===== src/design/assert_macros.svh =====
// Concurrent assertion helpers
`ifndef ASSERT_MACROS_SVH
`define ASSERT_MACROS_SVH

`ifndef SYNTHESIS
`define FBC_ASSERT(lbl, clk, rst_n, prop) \
	lbl: assert property (@(posedge clk) disable iff (!(rst_n)) (prop)) \
		else $error("assertion failed");
`define FBC_ASSERT_ALWAYS(lbl, clk, prop) \
	lbl: assert property (@(posedge clk) (prop)) \
		else $error("assertion failed");
`else
`define FBC_ASSERT(lbl, clk, rst_n, prop)
`define FBC_ASSERT_ALWAYS(lbl, clk, prop)
`endif

`endif


===== src/design/fbc_pkg.sv =====
package fbc_pkg;

	localparam int ROUND_COUNT_DEF = 8;
	localparam int HALF_W          = 32;
	localparam int BLK_W           = 64;
	localparam int KEY_W           = 64;
	localparam int ROT_F_L         = 9;
	localparam int ROT_F_K         = 11;
	localparam int KEY_STEP        = 3;

	typedef struct packed {
		logic              op;
		logic [HALF_W-1:0] r;
		logic [HALF_W-1:0] l;
	} blk_t;

	// low half of key rotated right by sh
	function automatic logic [HALF_W-1:0] key_slice(input logic [KEY_W-1:0] key,
		input logic [5:0] sh);
		logic [2*KEY_W-1:0] d;
		d = {key, key} >> sh;
		return d[HALF_W-1:0];
	endfunction

	function automatic logic [HALF_W-1:0] round_fn(input logic [HALF_W-1:0] k,
		input logic [HALF_W-1:0] l);
		logic [HALF_W-1:0] l_rot;
		logic [HALF_W-1:0] k_rot;
		l_rot = {l[HALF_W-1-ROT_F_L:0], l[HALF_W-1:HALF_W-ROT_F_L]};
		k_rot = {k[ROT_F_K-1:0], k[HALF_W-1:ROT_F_K]};
		return l_rot ^ ~(k_rot ^ l);
	endfunction

endpackage


===== src/design/fbc_round_cell.sv =====
module fbc_round_cell #(
	parameter int ROUND_COUNT = fbc_pkg::ROUND_COUNT_DEF,
	parameter int IDX         = 0
) (
	input  logic                      clk,
	input  logic                      arst_n,
	input  logic [fbc_pkg::KEY_W-1:0] cipher_key,
	input  logic                      in_valid,
	output logic                      in_ready,
	input  fbc_pkg::blk_t             in_blk,
	output logic                      out_valid,
	input  logic                      out_ready,
	output fbc_pkg::blk_t             out_blk
);

	localparam int  ENC_SH  = (IDX * fbc_pkg::KEY_STEP) % 64;
	localparam int  DEC_SH  = ((ROUND_COUNT - 1 - IDX) * fbc_pkg::KEY_STEP) % 64;
	localparam bit  IS_LAST = (IDX == ROUND_COUNT - 1);

	logic                       valid_q;
	fbc_pkg::blk_t              blk_q;
	logic [fbc_pkg::HALF_W-1:0] rk;
	logic [fbc_pkg::HALF_W-1:0] t;
	fbc_pkg::blk_t              nxt;

	assign in_ready = !valid_q || out_ready;

	always_comb begin
		rk = fbc_pkg::key_slice(cipher_key, in_blk.op ? 6'(DEC_SH) : 6'(ENC_SH));
		t  = in_blk.r ^ fbc_pkg::round_fn(rk, in_blk.l);
		nxt.op = in_blk.op;
		if (IS_LAST) begin
			nxt.l = in_blk.l;
			nxt.r = t;
		end else begin
			nxt.l = t;
			nxt.r = in_blk.l;
		end
	end

	always_ff @(posedge clk or negedge arst_n) begin
		if (!arst_n) begin
			valid_q <= 1'b0;
		end else if (in_ready) begin
			valid_q <= in_valid;
		end
	end

	always_ff @(posedge clk) begin
		if (in_ready && in_valid) begin
			blk_q <= nxt;
		end
	end

	assign out_valid = valid_q;
	assign out_blk   = blk_q;

endmodule


===== src/design/feistel_block_cipher_64.sv =====
// Pipeline: one registered round cell per stage between input transfer and output valid.
// Throughput: one block per cycle; each cell stalls only when it and all cells after it are full.
// The last cell's register is the output register.
// Reset (arst_n low) empties all cells and clears cipher_key to zero.
`include "assert_macros.svh"

module feistel_block_cipher_64 #(
	parameter int ROUND_COUNT = fbc_pkg::ROUND_COUNT_DEF
) (
	input  logic                      clk,
	input  logic                      arst_n,
	input  logic                      cfg_we,
	input  logic [fbc_pkg::KEY_W-1:0] cfg_wdata,     // cipher_key
	input  logic                      s_axis_tvalid,
	output logic                      s_axis_tready,
	input  logic [fbc_pkg::BLK_W-1:0] s_axis_tdata,  // data_block
	input  logic                      s_axis_tuser,  // operation
	output logic                      m_axis_tvalid,
	input  logic                      m_axis_tready,
	output logic [fbc_pkg::BLK_W-1:0] m_axis_tdata   // result_block
);

	logic [fbc_pkg::KEY_W-1:0] key_q;
	logic [ROUND_COUNT:0]      vld;
	logic [ROUND_COUNT:0]      rdy;
	fbc_pkg::blk_t             blk [ROUND_COUNT+1];

	always_ff @(posedge clk or negedge arst_n) begin
		if (!arst_n) begin
			key_q <= '0;
		end else if (cfg_we) begin
			key_q <= cfg_wdata;
		end
	end

	assign vld[0]       = s_axis_tvalid;
	assign s_axis_tready = rdy[0];
	assign blk[0].op    = s_axis_tuser;
	assign blk[0].l     = s_axis_tdata[fbc_pkg::HALF_W-1:0];
	assign blk[0].r     = s_axis_tdata[fbc_pkg::BLK_W-1:fbc_pkg::HALF_W];

	for (genvar g = 0; g < ROUND_COUNT; g++) begin : g_cell
		fbc_round_cell #(
			.ROUND_COUNT(ROUND_COUNT),
			.IDX        (g)
		) u_cell (
			.clk       (clk),
			.arst_n    (arst_n),
			.cipher_key(key_q),
			.in_valid  (vld[g]),
			.in_ready  (rdy[g]),
			.in_blk    (blk[g]),
			.out_valid (vld[g+1]),
			.out_ready (rdy[g+1]),
			.out_blk   (blk[g+1])
		);
	end

	assign rdy[ROUND_COUNT] = m_axis_tready;
	assign m_axis_tvalid    = vld[ROUND_COUNT];
	assign m_axis_tdata     = {blk[ROUND_COUNT].r, blk[ROUND_COUNT].l};

	`FBC_ASSERT(a_enter_first_cell, clk, arst_n, (s_axis_tvalid && s_axis_tready) |=> vld[1])
	`FBC_ASSERT(a_stall_only_full, clk, arst_n, !s_axis_tready |-> (&vld[ROUND_COUNT:1]))
	`FBC_ASSERT(a_out_held, clk, arst_n, (m_axis_tvalid && !m_axis_tready) |=> m_axis_tvalid)
	`FBC_ASSERT_ALWAYS(a_reset_empty, clk, !arst_n |-> ($countones(vld[ROUND_COUNT:1]) == 0))

endmodule

===== config.mk =====
export PLATFORM = sky130hd
export DESIGN_NAME = feistel_block_cipher_64
export DESIGN_NICKNAME = d
export VERILOG_FILES = /design/src/design/fbc_pkg.sv /design/src/design/fbc_round_cell.sv /design/src/design/feistel_block_cipher_64.sv
export VERILOG_INCLUDE_DIRS = /design/src /design/src/design
export SDC_FILE = /design/constraint.sdc
export NUM_CORES = 1
export LEC_CHECK = 0
export BUFFER_PORTS_ARGS = -buffer_cell sky130_fd_sc_hd__buf_4
export CAP_MARGIN = 25
export CORE_ASPECT_RATIO = 0.7
export CORE_MARGIN = 3
export CORE_UTILIZATION = 44
export CTS_BUF_LIST = sky130_fd_sc_hd__clkbuf_4 sky130_fd_sc_hd__clkbuf_8
export DETAILED_ROUTE_END_ITERATION = 8
export PLACE_DENSITY = 0.6
export SYNTH_ARGS = -nofsm -noshare
export SYNTH_HDL_FRONTEND = slang
export SYNTH_SLANG_ARGS = --single-unit

===== constraint.sdc =====
create_clock -name clk -period 13.2 [get_ports clk]
set_input_delay 2.64 -clock clk [delete_from_list [all_inputs] [get_ports clk]]
set_output_delay 2.64 -clock clk [all_outputs]
set_load 0.02 [all_outputs]

### After elaboration in Yosys (flattened, before gate mapping)

Cells that the tools add are included.

| cells by class | value |
|---|---|
| reduce and logical (&&, ||, !) cells | 24 |
| bitwise operators | 32 |
| multiplexer cells | 8 |
| shifts and indexed selects | 8 |

Operators by type and width:

| operator | number |
|---|---|
| $shr A128 B6 Y32 | 8 |
| $xor A32 B32 Y32 | 24 |
| $not A32 Y32 | 8 |
| $mux W5 | 4 |
| $logic_and A1 B1 Y1 | 8 |
| $logic_not A1 Y1 | 8 |
| $logic_or A1 B1 Y1 | 8 |
| $mux W4 | 2 |
| $mux W3 | 2 |

| word-level totals | value |
|---|---|
| output and inout bits | 66 |
| bits in registers | 591 |

### Logic depth before layout (Yosys ltp)

Gate-level depths: netlist of run 1.

| logic depth | value |
|---|---|
| depth after elaboration | 10 |
| gate-level depth with buffers | 4 |
| depth with buffers taken out | 2 |

### Modules after synthesis

Synthesis of run 1 repeated with hierarchy kept, for this count alone.

| second synthesis, totals | value |
|---|---|
| cells, all modules | 1,487 |
| area total of the unflattened synthesis | 29,664.7 um^2 |

By module, submodules not included:

| module | cells each | area an instance (um^2) | instances |
|---|---|---|---|
| fbc_round_cell | 169 | 3,373.2 | 8 |
| feistel_block_cipher_64 | 135 | 2,678.8 | 1 |

### Worst setup path before layout of run 1

No wires, ideal clock.

| path | value |
|---|---|
| kind | input port to flip-flop |
| from | in m_axis_tready |
| to | reg g_cell[4].u_cell.blk_q, in the netlist g_cell[4].u_cell.out_blk[0] (enable) |
| path buffers | 1 |
| path slack | 4,904 ps |
| stages on the path | 3 |
| data required time | 12,613 ps |
| library setup time | 587 ps |
| arrival time | 7,709 ps |
| cells stage by stage | and4b_4 > buf_6 > a21boi_0 |

| on the way | value |
|---|---|
| word-level cells in the longest chain between the ends | 5 |

Ends and longest elaborated chain:

| what | line | text |
|---|---|---|
| start: declaration | feistel_block_cipher_64.sv:19 | `input logic m_axis_tready,` |
| $logic_or A1 B1 Y1 (4 in a row) | fbc_round_cell.sv:26 | `assign in_ready = !valid_q \|\| out_ready;` |
| $logic_and A1 B1 Y1 | fbc_round_cell.sv:50 | `if (in_ready && in_valid) begin` |
| end signal: assignment | fbc_round_cell.sv:51 | `blk_q <= nxt;` |
| end: declaration | fbc_round_cell.sv:21 | `fbc_pkg::blk_t blk_q;` |

No other way between the ends.
A chain may end at the register's enable or synchronous reset.

### Final worst setup path of run 1

| path | value |
|---|---|
| from | in m_axis_tready |
| to | out s_axis_tready |

| on the way | value |
|---|---|
| word-level cells in the longest chain between the ends | 8 |

Ends and longest elaborated chain:

| what | line | text |
|---|---|---|
| $logic_or A1 B1 Y1 (8 in a row) | fbc_round_cell.sv:26 |  |
| end: declaration | feistel_block_cipher_64.sv:15 | `output logic s_axis_tready,` |

No other way between the ends.

==> flow_summary_export.csv, run 1 <==
group,metric,value,unit
run_status,status,"finished, final reports clean",
detailed_routing,ant_nets,0,
cells_and_area,layout-drive-gt1-share,23.70,%
cells_and_area,final_common_cell,"edfxtp_1",
cts,cts_resized,0,
synth,synth_cells,1575,
synth,avgSynthCellArea,18.96,µm²
detailed_routing,vias,13320,
floorplan,die_w,317.4,µm
worst_setup_path,reg2reg_depth,3,
cts,cts_buffer_depth,3,
worst_setup_path,path_depth,4,
detailed_routing,firstDrtPassIters,7,
worst_setup_path,slowest_stage,"and4b_4",
worst_setup_path,cp_common_cell,"buf_4",
cts,numCtsBuffers,94,
power,powerDensity,254.3,nW/µm²
global_routing,antenna_found_initial,4,
worst_setup_path,r2r_start,"g_cell[4].u_cell.out_valid$_DFFE_PN0P_",
sta,post-route-period-util,47.51,%
flow_run,timing.max_cap.violations,0,
floorplan,die_h,224.0,µm
sta,finClkSkew,26.09,ps
detailed_routing,wl,65.20,mm
worst_setup_path,cp_cell_sequence,"buf_4 -> and4b_4 -> nand3_1 -> buf_4",
cts,cts_tree,"done",
place,gp_congestion,0.7694,
cells_and_area,fin_nets,1859,
worst_setup_path,crit_start,"m_axis_tready",
sta,slew_headroom,29.81,%
synth,synth_seq_cells,580,
global_routing,track_usage,18.59,%
worst_setup_path,r2r_slack,10880,ps
cts,htreeDepth,3,
sta,timing.fmax,0.1595,GHz
cts,hold_buffers,0,
power,power_leakage,0.01413,µW
sta,rsz0062_at_grt,"false",
worst_setup_path,path_delay_family,"simple AND/OR/NAND/NOR gates",
detailed_routing,post_drt_wl_per_cell,24.15,µm
floorplan,dieArea,71090,µm²
synth,syn_area,29870,µm²
cts,cts_sinks,580,
global_routing,grt.overflow.total,0,
synth,synthesis.nets,1709,
cts,insertion_delay,680,ps
power,ir_drop,0.1067,mV
detailed_routing,vias_per_cell,4.932,
detailed_routing,drc,0,
power,p_total,8421,µW
min_path,hold_path_class,"flop to flop",
cells_and_area,layout_common_cells,"519 x edfxtp_1, 256 x mux2i_1, 256 x xnor2_1",
worst_setup_path,critPathRequiredTime,10560,ps
cts,clk_pin_slew,70,ps
cells_and_area,syn2layout_area_growth,10.86,%
global_routing,grt_pass1_vias,14000,
synth,yosysWarnings,0,
sta,finalHoldViolCount,0,
sta,worst_pin_slew,1053,ps
global_routing,grt_pass1_wl,95.88,mm
place,portBuffers,188,
detailed_routing,drt_iter0_markers,1157,
worst_setup_path,r2r_end,"g_cell[0].u_cell.out_blk[21]$_DFFE_PP_",
floorplan,core_area,66820,µm²
floorplan,start_util,44.70,%
cts,root_buffer,"clkbuf_8",
sta,layout_min_cycle_time,6271,ps
sta,slew_violations,0,
synth,synth_cell_types,26,
worst_setup_path,cp-endpoint,"s_axis_tready",
cells_and_area,fin_util,49.55,%
floorplan,fp-row-count,79,
cts,cts_setup_buffers,0,
place,dp_hpwl,45.92,mm
worst_setup_path,worstSetupPathType,"input pin to output port",
worst_setup_path,cp_num_buf_inv,2,
global_routing,grt_max_degree,66,
worst_setup_path,cp-end-kind,"output port",
worst_setup_path,critPathMaxFanout,13,
worst_setup_path,worst-endpoint-arrival,3630,ps
synth,ys_seq_area_share,57.29,%
sta,setup-violations-final,0,
sta,fin_tns_setup,0,ps
worst_setup_path,crit_path_start_kind,"input pin",
worst_setup_path,crit_path_max_incr_delay,530,ps
floorplan,ios,200,
-- worst register-to-register path, cell delays in order (launching register included) --
cell     delay [ps]
dfrtp_1         550
and4_1          400
a31oi_4         210
buf_4           690
-- synthesized netlist by cell type --
master    count  area (µm²)
a21o_1        3       22.52
mux2_2       53       596.8
nor2b_1       2       12.51
dfrtp_1      61        1526
buf_2         1       5.000
xnor2_1     256        2242
a41oi_1       1       8.760
inv_1         3       11.26
nand2b_1      2       12.51
buf_4       100       750.7
mux2i_1     256        2562
buf_6        18       202.7
and4_1        1       8.760
edfxtp_1    519       15580
a41o_1        1       10.01
buf_8        24       360.4
xnor3_2       2       47.55
or2_1         1       6.260
nand3_1       1       5.000
a31o_2        2       17.52
a21boi_0      3       22.52
and4b_4       1       13.76
a31oi_1       2       12.51
clkbuf_8      7       96.34
and2_1        1       6.260
xnor3_1     254        5720
-- per-layer routing --
layer,vias to the layer above,part of all wire (%),GRT usage [%]
met2,438,41,25.45
met1,6692,51,30.24
met4,0,1.4,4.181
met3,83,6.0,3.773
li1,6103,-,-
met5,-,0,0
-- sequential cells by signal, summed over array words and instances, names as in the netlist --
signal,count
g_cell.u_cell.out_blk,519
g_cell.u_cell.out_valid,8
key_q,53
-- kinds of logic after synthesis --
family | after synthesis | share of synthesized area, %
compound gates | 12 | 0.3142
flops | 580 | 57.29
mux | 309 | 10.58
xor+xnor | 512 | 26.82
buf+inv | 153 | 4.776
simple gates | 9 | 0.2178
-- worst min-delay path by stage --
stage / start / to / slack, ps / cells past startpoint
floorplan: g_cell[5].u_cell.out_valid$_DFFE_PN0P_ / g_cell[6].u_cell.out_valid$_DFFE_PN0P_ / 440 / 1
global placement: g_cell[1].u_cell.out_valid$_DFFE_PN0P_ / g_cell[2].u_cell.out_valid$_DFFE_PN0P_ / 460 / 1
detailed placement: g_cell[6].u_cell.out_blk[23]$_DFFE_PP_ / g_cell[7].u_cell.out_blk[23]$_DFFE_PP_ / 470 / 0
CTS: g_cell[0].u_cell.out_blk[29]$_DFFE_PP_ / g_cell[1].u_cell.out_blk[61]$_DFFE_PP_ / 480 / 0
global route: g_cell[6].u_cell.out_blk[23]$_DFFE_PP_ / g_cell[7].u_cell.out_blk[23]$_DFFE_PP_ / 500 / 0
finish: g_cell[0].u_cell.out_blk[23]$_DFFE_PP_ / g_cell[1].u_cell.out_blk[55]$_DFFE_PP_ / 480 / 0
-- layout make-up --
class,count,area [µm²]
Clock buffer,136,1678
Multi-Input combinational cell,842,11420
Clock inverter,41,222.7
Tap cell,891,1115
Antenna cell,3,7.507
Timing Repair Buffer,204,1544
Inverter,3,11.26
Sequential cell,580,17110
Fill cell,5591,33710
-- metrics by stage --
| step | setup WS, ps | hold slack (ps) | cell area, µm² | std cells |
|---|---|---|---|---|
| after global routing | 6915 | 497.2 | 33100 | 2698 |
| after floorplan | 4904 | 443.0 | 29870 | 1575 |
| final | 6929 | 477.4 | 33110 | 2700 |
| after detailed placement | 6946 | 474.8 | 31180 | 2519 |
| after CTS | 6946 | 484.0 | 33080 | 2696 |
| after global placement | 6943 | 460.6 | 31180 | 2519 |
-- power by group --
group / internal [µW] / switching, µW / leakage (µW)
logic: 2040 / 1100 / 0.00734
registers: 3080 / 641 / 0.00577
clock network: 840 / 719 / 0.00102
total: 5960 / 2460 / 0.0141
No activity file was read; power rests on OpenSTA's default activity.
==> inputs of run 2 (changes only) <==
- PLACE_DENSITY: 0.6 -> 0.62
- clock period: 13.2 -> 5.5 ns (I/O delays scaled with it)
==> flow_summary_export.csv, run 2 (same netlist as run 1, synthesis figures left out) <==
group,metric,value,unit
sta,layout_min_cycle_time,3168,ps
cells_and_area,stdcell_count,2687,
detailed_routing,drc,0,
power,seqPwrFrac,44.1,%
min_path,hold_path_class,"input pin to asynchronous set/reset pin",
detailed_routing,dr_wl_met2,27.22,mm
sta,fin_ws,2332,ps
floorplan,dieArea,71090,µm²
cells_and_area,layout_common_cells,"519 x edfxtp_1, 256 x mux2i_1, 256 x xnor2_1",
sta,timing.fmax,0.3156,GHz
cells_and_area,final_common_cell,"edfxtp_1",
power,pwr-share-comb,37.5,%
global_routing,track_usage,18.34,%
detailed_routing,top_layer,"met4",
detailed_routing,post_drt_wl_per_cell,24.24,µm
detailed_routing,firstDrtPassIters,6,
detailed_routing,wl_met1,33.03,mm
detailed_routing,vias_per_cell,4.990,
floorplan,die_h,224.0,µm
cts,clk_pin_slew,60,ps
sta,worst_pin_slew,996.6,ps
place,place_ws,2333,ps
cts,numCtsBuffers,93,
global_routing,grt_pass1_vias,14040,
sta,slew_headroom,33.56,%
floorplan,die_w,317.4,µm
cells_and_area,largest_reg_flops,519,
place,dp_cells,2520,
cts,cts_tree,"done",
detailed_routing,vias,13410,
detailed_routing,wl_met3,3.842,mm
detailed_routing,wl,65.13,mm
place,gp_congestion,0.7751,
cells_and_area,fin_util,49.51,%
cells_and_area,fin_nets,1859,
flow_run,timing.max_cap.violations,0,
global_routing,grt.overflow.total,0,
worst_setup_path,worstSetupPathType,"flop to output port",
sta,setup-violations-final,0,
floorplan,core_area,66820,µm²
floorplan,ios,200,
place,dp_hpwl,46.16,mm
cells_and_area,layout-drive-gt1-share,23.86,%
cts,cts_sinks,580,
run_status,status,"finished, final reports clean",
power,power_leakage,0.01411,µW
worst_setup_path,critPathMaxFanout,9,
cts,root_buffer,"clkbuf_8",
sta,slew_violations,0,
cells_and_area,syn2layout_area_growth,10.77,%
power,intPower,14350,µW
cells_and_area,fillCellCount,5530,
sta,rsz0062_at_grt,"false",
worst_setup_path,worst-endpoint-arrival,2070,ps
sta,finClkSkew,30.99,ps
detailed_routing,ant_nets,0,
power,clkPwrFrac,18.4,%
worst_setup_path,cp-end-kind,"output port",
floorplan,fp-row-count,79,
global_routing,grt_max_degree,66,
cts,hold_buffers,0,
global_routing,grt_pass1_wl,95.16,mm
power,switching_share,29.00,%
detailed_routing,drt_iter0_markers,958,
cts,cts_resized,0,
power,powerDensity,610.8,nW/µm²
sta,finalHoldViolCount,0,
cts,htreeDepth,3,
sta,post-route-period-util,57.60,%
worst_setup_path,crit_path_start_kind,"flop",
power,p_sw,5860,µW
cts,cts_buffer_depth,3,
cts,cts_setup_buffers,0,
place,portBuffers,188,
cts,insertion_delay,670,ps
worst_setup_path,critPathRequiredTime,4400,ps
power,ir_drop,0.2395,mV
global_routing,antenna_found_initial,1,
sta,fin_tns_setup,0,ps
floorplan,start_util,44.70,%
sta,hold_ws,375.8,ps
run 2: cell count changes in the layout (fill, tap and decap cells not counted), sizes merged:
cell | previous run | this run
inv | 5 | 3
buf | 204 | 205
diode | 3 | 2
bufinv | 1 | 0
clkbuf | 136 | 151
clkinv | 36 | 11
run 2: metrics by stage:
step / instance area, µm² / total power [µW]
after global placement: 31190 / 16430
after detailed placement: 31190 / 16630
after global routing: 33080 / 21200
after floorplan: 29870 / 15050
final: 33080 / 20210
after CTS: 33060 / 20400
run 2: worst paths after layout:
kind | startpoint | to | slack [ps] | cells after the start
hold / removal | arst_n | g_cell[0].u_cell.out_valid$_DFFE_PN0P_ | 380 | 1
max in group asynchronous | arst_n | key_q[6]$_DFFE_PN0P_ | 4530 | 2
min in group clk | g_cell[3].u_cell.out_blk[29]$_DFFE_PP_ | g_cell[4].u_cell.out_blk[61]$_DFFE_PP_ | 480 | 0
hold reg to reg | g_cell[3].u_cell.out_blk[29]$_DFFE_PP_ | g_cell[4].u_cell.out_blk[61]$_DFFE_PP_ | 480 | 0
setup / recovery | g_cell[4].u_cell.out_valid$_DFFE_PN0P_ | s_axis_tready | 2330 | 3
setup reg to reg | g_cell[4].u_cell.out_valid$_DFFE_PN0P_ | g_cell[0].u_cell.out_blk[39]$_DFFE_PP_ | 3180 | 3
run 2: worst max-delay path: stages, from the launching register on:
cell     delay [ps]
dfrtp_1         630
and4_1          470
nand3_1         130
buf_4           170
run 2: power groups by stage:
stage / clock [µW] / sequential, µW / combinational (µW)
6_report: 3710 / 8910 / 7590
5_1_grt: 4000 / 9100 / 8100
4_1_cts: 3810 / 8960 / 7640
3_5_place_dp: 0 / 9050 / 7580
3_3_place_gp: 0 / 8970 / 7460
2_1_floorplan: 0 / 8270 / 6780
run 2: area by class of cell:
type,count,area (µm²),area share [%]
Antenna cell,2,5.005,0.01513
Clock inverter,13,61.31,0.1853
Timing Repair Buffer,205,1551,4.690
Tap cell,891,1115,3.370
Sequential cell,580,17110,51.72
Inverter,3,11.26,0.03404
Multi-Input combinational cell,842,11420,34.52
Clock buffer,151,1809,5.469
run 2: metal layers:
layer,up-vias,GRT usage [%]
met3,73,3.662
met2,424,25.55
met1,6825,29.61
li1,6086,-
met5,-,0
met4,0,3.929
